File: src/sv/cht_pkg.sv
// shared types and constants for the chained hash table
// no dependencies
`default_nettype none
package cht_pkg;
	localparam int MAX_BUCKETS_DEF  = 64;
	localparam int NODE_POOL_DEF    = 256;
	localparam int PAYLOAD_BITS_DEF = 32;
	localparam int CFG_BITS         = 7;
	localparam logic [CFG_BITS-1:0] BUCKET_COUNT_RST = 7'd51;

	typedef enum logic [1:0] {
		MODE_CLEAR  = 2'd0,
		MODE_INSERT = 2'd1,
		MODE_SEARCH = 2'd2,
		MODE_REMOVE = 2'd3
	} mode_t;

	typedef enum logic [1:0] {
		ST_OK   = 2'd0,
		ST_MISS = 2'd1,
		ST_DUP  = 2'd2,
		ST_FULL = 2'd3
	} status_t;

	typedef struct packed {
		logic [1:0]  mode;
		logic signed [31:0] key_in;
		logic [31:0] payload_in;
	} in_item_t;

	typedef struct packed {
		logic [1:0]  status;
		logic [31:0] payload_out;
	} out_item_t;

	typedef enum logic [3:0] {
		BK_IDLE, BK_CLEAR, BK_HEAD, BK_RD, BK_CMP, BK_LINK, BK_FIX, BK_OUT, BK_INIT
	} bk_state_t;
endpackage
`default_nettype wire

File: src/sv/cht_front.sv
// front end: accepts items, reduces key to bucket index, queues them
// depends on cht_pkg
`default_nettype none
module cht_front #(
	parameter int MAX_BUCKETS = cht_pkg::MAX_BUCKETS_DEF,
	parameter int BW = (MAX_BUCKETS > 1) ? $clog2(MAX_BUCKETS) : 1
) (
	input  wire logic                       clk,
	input  wire logic                       arst_n,
	input  wire logic [cht_pkg::CFG_BITS-1:0] bucket_count,
	input  wire logic                       in_valid,
	output logic                            in_stall,
	input  wire cht_pkg::in_item_t          in_item,
	output logic                            q_valid,
	input  wire logic                       q_pop,
	output cht_pkg::in_item_t               q_item,
	output logic [BW-1:0]                   q_bucket
);
	localparam int MW = $clog2(MAX_BUCKETS + 1) + 1;
	// restoring remainder over the 32-bit key magnitude, 4 bits per cycle
	logic busy_q;
	logic [2:0] cnt_q;
	logic [31:0] mag_q;
	logic [MW-1:0] rem_q, m_q;
	logic neg_q;
	cht_pkg::in_item_t item_q;
	logic [1:0] fill_q;
	cht_pkg::in_item_t qi_q [2];
	logic [BW-1:0] qb_q [2];
	logic wr_q, rd_q;
	logic [MW-1:0] r_nx, m_eff, fin;
	logic done;

	always_comb begin
		if (bucket_count == '0) m_eff = MW'(1);
		else if (32'(bucket_count) > 32'(MAX_BUCKETS)) m_eff = MW'(MAX_BUCKETS);
		else m_eff = MW'(bucket_count);
	end

	always_comb begin
		logic [MW:0] t;
		t = '0;
		r_nx = rem_q;
		for (int i = 0; i < 4; i++) begin
			t = {r_nx, mag_q[31 - i]};
			if (t >= {1'b0, m_q}) t = t - {1'b0, m_q};
			r_nx = t[MW-1:0];
		end
	end

	assign done = busy_q && cnt_q == 3'd7;
	always_comb begin
		if (neg_q && r_nx != '0) fin = m_q - r_nx;
		else fin = r_nx;
	end

	assign in_stall = busy_q || (fill_q == 2'd2);
	assign q_valid = fill_q != 2'd0;
	assign q_item = qi_q[rd_q];
	assign q_bucket = qb_q[rd_q];

	always_ff @(posedge clk or negedge arst_n) begin
		if (!arst_n) begin
			busy_q <= 1'b0;
			cnt_q <= '0;
			fill_q <= '0;
			wr_q <= 1'b0;
			rd_q <= 1'b0;
		end else begin
			if (in_valid && !in_stall) begin
				busy_q <= 1'b1;
				cnt_q <= '0;
			end else if (busy_q) begin
				cnt_q <= cnt_q + 3'd1;
				if (done) busy_q <= 1'b0;
			end
			if (done) wr_q <= !wr_q;
			if (q_pop && q_valid) rd_q <= !rd_q;
			fill_q <= fill_q + {1'b0, done} - {1'b0, q_pop && q_valid};
		end
	end

	always_ff @(posedge clk) begin
		if (in_valid && !in_stall) begin
			item_q <= in_item;
			neg_q <= in_item.key_in[31];
			mag_q <= in_item.key_in[31] ? (~in_item.key_in + 32'd1) : in_item.key_in;
			rem_q <= '0;
			m_q <= m_eff;
		end else if (busy_q) begin
			rem_q <= r_nx;
			mag_q <= {mag_q[27:0], 4'd0};
		end
		if (done) begin
			qi_q[wr_q] <= item_q;
			qb_q[wr_q] <= BW'(fin);
		end
	end

`ifndef SYNTH
	a_fill: assert property (@(posedge clk) disable iff (!arst_n) fill_q <= 2'd2)
		else $error("queue overflow");
	a_nodone_full: assert property (@(posedge clk) disable iff (!arst_n)
		done |-> fill_q != 2'd2 || q_pop) else $error("push into full queue");
	a_rem: assert property (@(posedge clk) disable iff (!arst_n) done |-> fin < m_q)
		else $error("bucket out of range");
`endif
endmodule
`default_nettype wire

File: config.mk
export PLATFORM = sky130hd
export DESIGN_NAME = cht_front
export DESIGN_NICKNAME = d
export VERILOG_FILES = /design/src/sv/cht_pkg.sv /design/src/sv/cht_front.sv
export SDC_FILE = /design/constraint.sdc
export NUM_CORES = 1
export LEC_CHECK = 0
export ABC_AREA = 0
export CAP_MARGIN = 20
export CORE_MARGIN = 2
export CORE_UTILIZATION = 39
export DETAILED_ROUTE_END_ITERATION = 12
export DONT_BUFFER_PORTS = 1
export SYNTH_ARGS = -nofsm -noshare
export SYNTH_HDL_FRONTEND = slang
export SYNTH_SLANG_ARGS = --single-unit
export TNS_END_PERCENT = 5
File: constraint.sdc
create_clock -name clk -period 19.79 [get_ports clk]
set_input_delay 3.958 -clock clk [delete_from_list [all_inputs] [get_ports clk]]
set_output_delay 3.958 -clock clk [all_outputs]
set_load 0.005 [all_outputs]
Word-level counts from Yosys, hierarchy flattened
Memory sizes are Yosys's and may differ from the RTL's.
Index checks and enable logic that the tools add are counted.
Widths: inputs -> output; s select.
{"block": "op_classes", "addsub": 9, "n_lt_le_gt_ge": 5, "eq_ne": 2, "n_mux": 16, "n_bitwise": 1, "reduce_logical": 13}
{"op": "$mux 32", "n": 3}
{"op": "$ge 9x7->1", "n": 4}
{"op": "$add 32x1->32 const B", "n": 1}
{"op": "$mux 8", "n": 4}
{"op": "$not 32->32", "n": 1}
{"op": "$sub 8x7->8", "n": 4}
{"op": "$reduce_bool 8->1", "n": 1}
{"op": "$gt 7x7->1 const B", "n": 1}
{"op": "$logic_not 7->1", "n": 1}
{"op": "$mux 7", "n": 1}
{"op": "$mux 3", "n": 2}
{"op": "$mux 6", "n": 1}
{"op": "$sub 6x6->6", "n": 1}
{"op": "$mux 1", "n": 5}
{"op": "$logic_and 1x1->1", "n": 4}
{"op": "$reduce_bool 2->1", "n": 2}
{"op": "$add 3x1->3 const B", "n": 1}
{"op": "$eq 3x3->1 const B", "n": 1}
{"op": "$logic_not 1->1", "n": 3}
{"op": "$add 2x1->2", "n": 1}
{"op": "$eq 2x2->1 const B", "n": 1}
{"op": "$reduce_or 2->1", "n": 1}
{"op": "$sub 2x1->2", "n": 1}
{"op": "$logic_or 1x1->1", "n": 1}
{"block": "totals", "register_bits": 122, "ram_bits": 144, "in_bits": 77, "output_inout_bits": 74, "word_cells": 61, "memories": 2}
{"name": "qi_q", "words": 2, "width": 66, "read_ports": 1, "rd_clocked_by_memory_dff": 0, "write_ports": 1, "line": "cht_front.sv:28", "source": "cht_pkg::in_item_t qi_q [2];"}
{"name": "qb_q", "words": 2, "width": 6, "read_ports": 1, "rd_clocked_by_memory_dff": 0, "write_ports": 1, "line": "cht_front.sv:29", "source": "logic [BW-1:0] qb_q [2];"}

Longest topological paths before layout
Gate-level depths: netlist of run 1.
{"block": "logic_depth", "ltp_word": 11, "depth_mapped": 44, "ltp_nobuf": 41}

Worst setup path before layout of run 1
OpenSTA, ideal clock, no wires.
{"block": "synth_timing", "path_kind": "flip-flop to flip-flop", "startpoint": "reg m_q[1]", "endpoint": "mem qb_q[0][1] (netlist name), data pin", "setup_ns": 0.266, "t_arrival_ns": 8.750, "required_time_ns": 19.524, "setup_slack_ns": 10.773, "path_stages_with_launch": 39, "n_path_buf": 2, "period_less_slack_ns": 9.017, "path_cell_list": "edfxtp_1 -> inv_1 -> ha_1 -> a211o_1 -> a21oi_2 -> buf_2 -> nor2_1 -> a21oi_1 -> inv_1 -> ha_1 -> nor2b_1 -> o31a_1 -> o221ai_2 -> o2111ai_4 -> or3b_1 -> buf_6 -> o21ai_0 -> inv_1 -> (+3 left out) -> nand2b_1 -> a31oi_1 -> o21ai_1 -> a2111oi_4 -> mux2i_1 -> ha_1 -> nor2b_1 -> o21ai_0 -> a21boi_0 -> o21ai_0 -> a21oi_1 -> a41oi_1 -> a21bo_2 -> nor2_8 -> mux2i_1 -> nand4b_4 -> o41ai_4 -> mux2_1"}
{"block": "synth_between", "elab_chain_cells": 11, "word_cells_on_any_way": 16, "classes_between": "add/sub (5); order compare (4); mux (5); reduce/logical (2)"}
{"item": "from (decl)", "line": "cht_front.sv:24", "source": "logic [MW-1:0] rem_q, m_q;"}
{"item": "from (signal assigned)", "line": "cht_front.sv:89", "source": "m_q <= m_eff;"}
{"item": "parallel branches: the longest is 10 deep, another holds $ge 9x7->1"}
{"item": "$mux 6 (*)", "line": "cht_front.sv:53", "source": "if (neg_q && r_nx != '0) fin = m_q - r_nx;"}
{"item": "named net fin[1]", "line": "cht_front.sv:31", "source": "logic [MW-1:0] r_nx, m_eff, fin;"}
{"item": "to (decl)", "line": "cht_front.sv:29"}
Mark *: on every way through the listed nets, which the timed path passes.

Worst setup path in the final report of run 1
{"block": "layout_timing", "startpoint": "reg m_q[1]", "endpoint": "mem qb_q[0][4] (netlist name), data pin"}
{"block": "layout_between", "elab_chain_cells": 11, "word_cells_on_any_way": 16, "classes_between": "add/sub (5); order compare (4); mux (5); reduce/logical (2)"}
{"item": "parallel branches: the longest is 10 deep, another holds $sub 8x7->8"}
{"item": "$mux 6 (*)", "line": "cht_front.sv:53"}
{"item": "named net fin[4]", "line": "cht_front.sv:31"}
Marked as above.

==> summary.txt, run 1 <==
Place
  • Global placer's final weighted congestion: 0.847
  • Buffers on Ports: 0
  • Instance count after placement with tap cells included: 1,211
  • Detailed-placement wirelength estimate: 17,200 µm

Worst hold path
  • Worst Min Path Start: item_q[12]
  • Classification of the worst-slack hold path: register to register

Floorplan
  • Placeable core region: 0.0305 mm²
  • Vert. Die Dim: 180 µm
  • Initial standard-cell utilization of the core: 0.394
  • Num ports: 151
  • Width of the die: 180 µm
  • Die area: 0.0323 mm²
  • Row count: 64

Setup path
  • Startpoint of the worst register-to-register path: m_q[1]
  • CP max-delay cell: or3b_1
  • Reg-to-reg endpoint: qb_q[0][4]
  • End point of the critical path: qb_q[0][4]
  • Critical path arrival: 10.92 ns
  • Max Fanout on Critical Path: 12
  • WS Path Type: register to register
  • Critical Path Sink Type: register
  • Critical path launch point: m_q[1]
  • Worst R2R Path Depth: 39
  • Max incr delay on CP: 0.62 ns
  • Startpoint type of the worst setup path: register
  • Worst reg-to-reg setup slack: 9.23 ns
  • Cell seen most often among critical-path stages: ha_1
  • Required arrival time at the worst endpoint: 20.14 ns

Timing
  • Final Cycle Share: 0.534
  • Pin slew with the least headroom to its limit: 1.05 ns
  • # setup viols final: 0
  • Total count of max-transition violations in the final report: 0
  • Total Negative Setup Slacks: 0 ns
  • Setup clock skew after layout: 0.00788 ns
  • Worst slew margin relative to its limit: 0.297
  • Final Hold Fails: 0
  • Maximum clock frequency: 0.0947 GHz
  • Time the final worst path needs with I/O delays and setup: 10.56 ns
  • Unrepaired setup endpoints after global routing: false

Yosys
  • Synth top area cells: edfxtp_1 (62%), mux2_2 (7.2%), ha_1 (3.8%)
  • Net count of the mapped netlist: 953
  • Average cell area after synthesis: 14.4 µm²
  • Yosys synthesis warning count: 0
  • Post-synth EDFFs: 249
  • Most instantiated library cell after synthesis: edfxtp_1
  • Seq cells post-synth: 265
  • Distinct cells, synth: 77
  • Sequential element share of the synthesized area: 0.651
  • Prevailing post-synth register cell: edfxtp_1
  • Syn Std Cell Area: 0.0120 mm²
  • Share of synthesized flip-flops with an asynchronous set or reset: 0.0302
  • Most instantiated cells after synthesis: edfxtp_1 (249), mux2_2 (77), nand2_1 (72)
  • Share of the synthesized area in the top cell type: 0.622
  • Biggest area consumer among synthesized cells: edfxtp_1
  • Syn Inst Count: 835

Clocking
  • TritonCTS Sinks: 265
  • Clock latency of the later-clocked register in the worst-skew pair: 0.54 ns
  • Post-cts sizing count: 0
  • Post-CTS Setup Inserts: 0
  • Master cell of the clock root buffer: clkbuf_16
  • Clock Tree Buf Depth: 3
  • Clock tree from TritonCTS: yes
  • Inserted Clock Buffers: 28
  • Clock-pin slew on the worst setup and hold paths: 0.06 ns
  • Count of hold-fix buffers inserted at cts: 0
  • Level count of the clock H-tree: 1

Global route
  • Initial antenna violation count: 0
  • Most heavily used metal layer in global routing: met2
  • Number of global-route vias before repair: 6,535
  • First-pass GRT wire length: 38,800 µm
  • Global Route met1 Usage: 0.215
  • Overall track demand over capacity in global routing: 0.153
  • Overflow after GRT: 0
  • Global-route met3 utilization: 0.0436
  • Global-route track usage on met2: 0.230
  • Maximum number of pins on one net before global-route repair: 74

Detailed routing
  • Overall routed net length: 25,100 µm
  • Vias per cell: 5.32
  • Starting DRT DRC Count: 514
  • Detail-routed net length per standard cell: 19.9 µm
  • DRT Pass-1 Iters: 5
  • Via Count: 6,718
  • Antenna viol nets, final: 0
  • DRC: 0

Layout
  • Fin cells: 1,263
  • Layout Nets: 963
  • Antenna diodes: 0
  • Share of cells above drive strength 1: 0.179
  • Relative area change from synthesis to final layout: 11.7%

Run
  • Count of maximum capacitance violations: 0

Status
  • Status: finished, final reports clean
-- routing by layer --
layer | wire, µm | share of wire | vias up
li1 | - | - | 3176
met2 | 11100 | 0.44 | 224
met3 | 1900 | 0.076 | 51
met5 | 0 | 0 | -
met1 | 11500 | 0.46 | 3267
met4 | 656 | 0.026 | 0
-- critical path: cells and delay by family (launching register included) --
kind            cells  cell delay [ns]
buf+inv             3             0.53
simple gates        8             1.78
compound gates     20             5.21
mux                 2             0.75
flops               1             0.55
xor+xnor            1             0.17
fa+ha+maj           5             1.39
-- cell families (layout without fill, tap and decap cells) --
logic type / Yosys count / in the layout / share of synthesized area
adder cells (fa/ha/maj): 41 / 41 / 0.0451
buffers and inverters: 59 / 91 / 0.0193
multiplexers: 89 / 89 / 0.0837
XOR/XNOR: 53 / 53 / 0.0386
AND/OR/NAND/NOR: 178 / 178 / 0.0752
flip-flops: 265 / 265 / 0.651
AO/OA/AOI/OAI: 150 / 150 / 0.0865
-- cell type report --
type,instances,area (µm²)
Clock buffer,32,716
Clock inverter,20,244
Fill cell,2727,17100
Inverter,33,125
Multi-Input combinational cell,511,3980
Sequential cell,265,7840
Tap cell,396,495
Timing Repair Buffer,6,45.0
-- stage by stage --
stage / cell area [µm²] / setup WS [ns] / hold slack, ns / utilization
global placement: 12500 / 9.71 / 0.422 / 0.409
global route: 13400 / 8.15 / 0.450 / 0.440
floorplan: 12000 / 10.77 / 0.421 / -
CTS: 13400 / 9.40 / 0.444 / 0.440
detailed placement: 12500 / 9.42 / 0.430 / 0.409
finish: 13400 / 9.23 / 0.442 / 0.440
-- registers in the layout (all words and copies together) (netlist names) --
register  flops
item_q       65
rd_q          1
cnt_q         3
busy_q        1
neg_q         1
qi_q        132
m_q           7
qb_q         12
wr_q          1
rem_q         8
mag_q        32
fill_q        2
-- cells in the final DEF, fill, tap and decap left out, drive strengths merged, types with 3 or more instances in the layout --
cell type	instances
nor4	4
bufinv	4
nand2	72
o21a	8
inv	34
xor2	35
fa	4
or3	10
ha	37
and2	3
o31ai	8
nor3b	3
a211oi	3
mux2	81
nor2	30
clkinvlp	3
or4	5
nand2b	6
edfxtp	249
xnor2	18
o21ai	63
a22o	3
a21o	5
nand3	7
nor2b	12
clkinv	12
nand4	5
buf	6
dfxtp	8
dfrtp	8
a211o	4
mux2i	8
nor3	11
a31oi	4
a21oi	26
clkbuf	32
-- worst min-delay path by stage --
| stage | endpoint | slack (ns) | cells after the start |
|---|---|---|---|
| floorplan | qi_q[0][0] | 0.42 | 0 |
| global placement | qi_q[1][46] | 0.42 | 0 |
| detailed placement | qi_q[0][49] | 0.43 | 0 |
| CTS | qi_q[0][13] | 0.44 | 0 |
| global route | qi_q[0][57] | 0.45 | 0 |
| finish | qi_q[0][12] | 0.44 | 0 |
Power of run 1 is left out: the tool's default activity adds up to more than one toggle a clock period on the data nets, which glitch-free logic cannot reach.
==> run 2, diff against run 1 <==
--- a/config.mk
+++ b/config.mk
@@ -5,7 +5,7 @@
 export SDC_FILE = /design/constraint.sdc
 export NUM_CORES = 1
 export LEC_CHECK = 0
-export ABC_AREA = 0
+export ABC_AREA = 1
 export CAP_MARGIN = 20
 export CORE_MARGIN = 2
 export CORE_UTILIZATION = 39
==> constraint.sdc (replaced) <==
create_clock -name clk -period 9.58 [get_ports clk]
set_input_delay 1.916 -clock clk [delete_from_list [all_inputs] [get_ports clk]]
set_output_delay 1.916 -clock clk [all_outputs]
set_load 0.005 [all_outputs]
==> summary.txt, run 2 <==
Yosys
  • Parity-gate share of the synthesized area counting xor and xnor cells: 0.0374 (was 0.0386)
  • Seq cells post-synth: 265 (unchanged)
  • Biggest area consumer among synthesized cells: edfxtp_1 (unchanged)
  • Yosys synthesis warning count: 0 (unchanged)
  • Syn Std Cell Area: 0.0122 mm² (was 0.0120 mm²)
  • Area fraction in and, or, nand and nor cells after synthesis: 0.178 (was 0.0752)
  • Post-synth EDFFs: 249 (unchanged)
  • Mux cell area share after synthesis: 0.000925 (was 0.0837)
  • Most instantiated cells after synthesis: nand2_1 (352), edfxtp_1 (249), inv_1 (79) (was edfxtp_1 (249), mux2_2 (77), nand2_1 (72))
  • Prevailing post-synth register cell: edfxtp_1 (unchanged)
  • Syn Inst Count: 1,095 (was 835)
  • Complex-gate fraction of the synthesized area: 0.0570 (was 0.0865)
  • Synthesized-area fraction occupied by adder cells: 0.0446 (was 0.0451)
  • Most instantiated library cell after synthesis: nand2_1 (was edfxtp_1)
  • Net count of the mapped netlist: 1,213 (was 953)
  • Synth top area cells: edfxtp_1 (61%), nand2_1 (11%), ha_1 (3.8%) (was edfxtp_1 (62%), mux2_2 (7.2%), ha_1 (3.8%))
  • Share of the synthesized area in the top cell type: 0.614 (was 0.622)
  • Sequential element share of the synthesized area: 0.644 (was 0.651)
  • Average cell area after synthesis: 11.1 µm² (was 14.4 µm²)
  • Largest family of logic cells by synthesized area: simple AND/OR/NAND/NOR gates (was compound AO/OA/AOI/OAI gates)
  • Distinct cells, synth: 46 (was 77)
  • Share of synthesized flip-flops with an asynchronous set or reset: 0.0302 (unchanged)

Timing
  • Setup clock skew after layout: 0.0101 ns (was 0.00788 ns)
  • Final Hold Fails: 0 (unchanged)
  • Unrepaired setup endpoints after global routing: false (unchanged)
  • Total count of max-transition violations in the final report: 0 (unchanged)
  • # setup viols final: 0 (unchanged)
  • Post-route setup slack: 1.50 ns (was 9.23 ns)
  • Time the final worst path needs with I/O delays and setup: 8.08 ns (was 10.56 ns)
  • Pin slew with the least headroom to its limit: 1.07 ns (was 1.05 ns)
  • Worst slew margin relative to its limit: 0.285 (was 0.297)
  • Final Cycle Share: 0.843 (was 0.534)
  • Maximum clock frequency: 0.124 GHz (was 0.0947 GHz)
  • Total Negative Setup Slacks: 0 ns (unchanged)

Setup path
  • Startpoint of the worst register-to-register path: m_q[1] (unchanged)
  • CP max-delay cell: edfxtp_1 (was or3b_1)
  • Startpoint type of the worst setup path: register (unchanged)
  • Max incr delay on CP: 0.58 ns (was 0.62 ns)
  • Critical Path Sink Type: register (unchanged)
  • Worst reg-to-reg setup slack: 1.50 ns (was 9.23 ns)
  • Critical path arrival: 8.37 ns (was 10.92 ns)
  • WS Path Type: register to register (unchanged)
  • Critical path launch point: m_q[1] (unchanged)
  • Max Fanout on Critical Path: 12 (unchanged)
  • Required arrival time at the worst endpoint: 9.87 ns (was 20.14 ns)
  • Cell seen most often among critical-path stages: nand2_1 (was ha_1)

Detailed routing
  • Vias per cell: 4.90 (was 5.32)
  • Overall routed net length: 26,500 µm (was 25,100 µm)
  • DRT Pass-1 Iters: 5 (unchanged)
  • Starting DRT DRC Count: 604 (was 514)
  • Antenna viol nets, final: 0 (unchanged)
  • Detail-routed net length per standard cell: 17.4 µm (was 19.9 µm)
  • DRC: 0 (unchanged)
  • Via Count: 7,439 (was 6,718)

Place
  • Detailed-placement wirelength estimate: 17,700 µm (was 17,200 µm)
  • Instance count after placement with tap cells included: 1,467 (was 1,211)
  • Global placer's final weighted congestion: 0.848 (was 0.847)
  • Buffers on Ports: 0 (unchanged)
  • Setup WS pre-CTS: 1.51 ns (was 9.42 ns)

Clocking
  • Master cell of the clock root buffer: clkbuf_16 (unchanged)
  • Post-CTS Setup Inserts: 0 (unchanged)
  • Clock Tree Buf Depth: 3 (unchanged)
  • Count of hold-fix buffers inserted at cts: 0 (unchanged)
  • TritonCTS Sinks: 265 (unchanged)
  • Level count of the clock H-tree: 1 (unchanged)
  • Clock-pin slew on the worst setup and hold paths: 0.06 ns (about the same)
  • Clock latency of the later-clocked register in the worst-skew pair: 0.54 ns (about the same)
  • Inserted Clock Buffers: 27 (was 28)
  • Clock tree from TritonCTS: yes (unchanged)
  • Post-cts sizing count: 0 (unchanged)

Floorplan
  • Vert. Die Dim: 181 µm (was 180 µm)
  • Width of the die: 181 µm (was 180 µm)
  • Row count: 64 (unchanged)
  • Placeable core region: 0.0307 mm² (was 0.0305 mm²)
  • Num ports: 151 (unchanged)
  • Die area: 0.0327 mm² (was 0.0323 mm²)
  • Initial standard-cell utilization of the core: 0.397 (was 0.394)

Status
  • Status: finished, final reports clean (unchanged)

Global route
  • Overflow after GRT: 0 (unchanged)
  • Most heavily used metal layer in global routing: met2 (unchanged)
  • Global-route track usage on met2: 0.255 (was 0.230)
  • First-pass GRT wire length: 41,400 µm (was 38,800 µm)
  • Global Route met1 Usage: 0.221 (was 0.215)
  • Maximum number of pins on one net before global-route repair: 74 (unchanged)
  • Initial antenna violation count: 0 (unchanged)
  • Number of global-route vias before repair: 7,252 (was 6,535)
  • Global-route met3 utilization: 0.0381 (was 0.0436)
  • Overall track demand over capacity in global routing: 0.161 (was 0.153)

Layout
  • Register name with the most flops: qi_q (unchanged)
  • Commonest non-fill, non-tap cell in the layout: nand2_1 (was edfxtp_1)
  • Flip-flop count of the largest register, all copies and words added: 132 (unchanged)
  • Relative area change from synthesis to final layout: 11.4% (was 11.7%)
  • Share of cells above drive strength 1: 0.0981 (was 0.179)
  • Fin cells: 1,518 (was 1,263)
  • Top Registers: qi_q x132, item_q x65, mag_q x32 (unchanged)
  • Layout Nets: 1,218 (was 963)
  • Commonest cells after routing, fill and taps aside: nand2_1 (352), edfxtp_1 (249), inv_1 (78), o21ai_0 (53), nor2_1 (47) (was edfxtp_1 (249), mux2_2 (77), nand2_1 (71), o21ai_0 (59), ha_1 (37))

Run
  • Count of maximum capacitance violations: 0 (unchanged)

Worst hold path
  • Worst Min Path Start: item_q[64] (was item_q[12])
  • Classification of the worst-slack hold path: register to register (unchanged)
## run 2: cell count changes after synthesis, sizes merged, moves of 7 or more
cell   change
o31ai      -7
inv       +51
buf        +9
o21ai     +11
mux2i      -8
nor2b     -12
nand2    +299
mux2      -80
nor2      +26
or3       -10
nand3     +28
a21oi      +7
## run 2: layer usage
metal | vias up | share of wire | wire, µm
met4 | 0 | 0.025 | 656
li1 | 3729 | - | -
met1 | 3492 | 0.45 | 12000
met5 | - | 0 | 0
met3 | 35 | 0.068 | 1800
met2 | 183 | 0.45 | 12000
## run 2: worst paths after layout
path                       depth (start not counted)     endpoint
max                                               46   qb_q[1][5]
min                                                0  qi_q[0][64]
max reg2reg                                       46   qb_q[1][5]
min reg2reg                                        0  qi_q[0][64]
max in group asynchronous                          0         rd_q
min in group asynchronous                          0     cnt_q[2]
## run 2: final cells by class
class,count,area [µm²]
sequential,265,7840
multi-input combinational,712,3890
timing repair buffer,7,52.6
fill,2819,17100
antenna,1,2.50
tap,396,495
inverter,87,328
clock buffer,30,687
clock inverter,20,272
## run 2: cells by family after synthesis
logic type / after synthesis
buffers and inverters: 118
flip-flops: 265
multiplexers: 1
AND/OR/NAND/NOR: 496
AO/OA/AOI/OAI: 122
XOR/XNOR: 52
adder cells (fa/ha/maj): 41
## run 2: worst max-delay path: cells and delay by family (launching register included)
kind	cells	cell delay (ns)
AOI/OAI and AO/OA	12	2.20
adders and majority gates	5	1.67
buffers and inverters	4	0.58
DFF	1	0.58
muxes	1	0.38
and+or+nand+nor	24	2.42
## run 2: per-stage QoR
stage               hold slack (ns)  cell area [µm²]  utilization
detailed placement            0.430            12600        0.411
CTS                           0.437            13600        0.442
global placement              0.422            12600        0.411
floorplan                     0.421            12200            -
global route                  0.445            13600        0.442
finish                        0.440            13600        0.442
Power of run 2 is left out for the same reason.
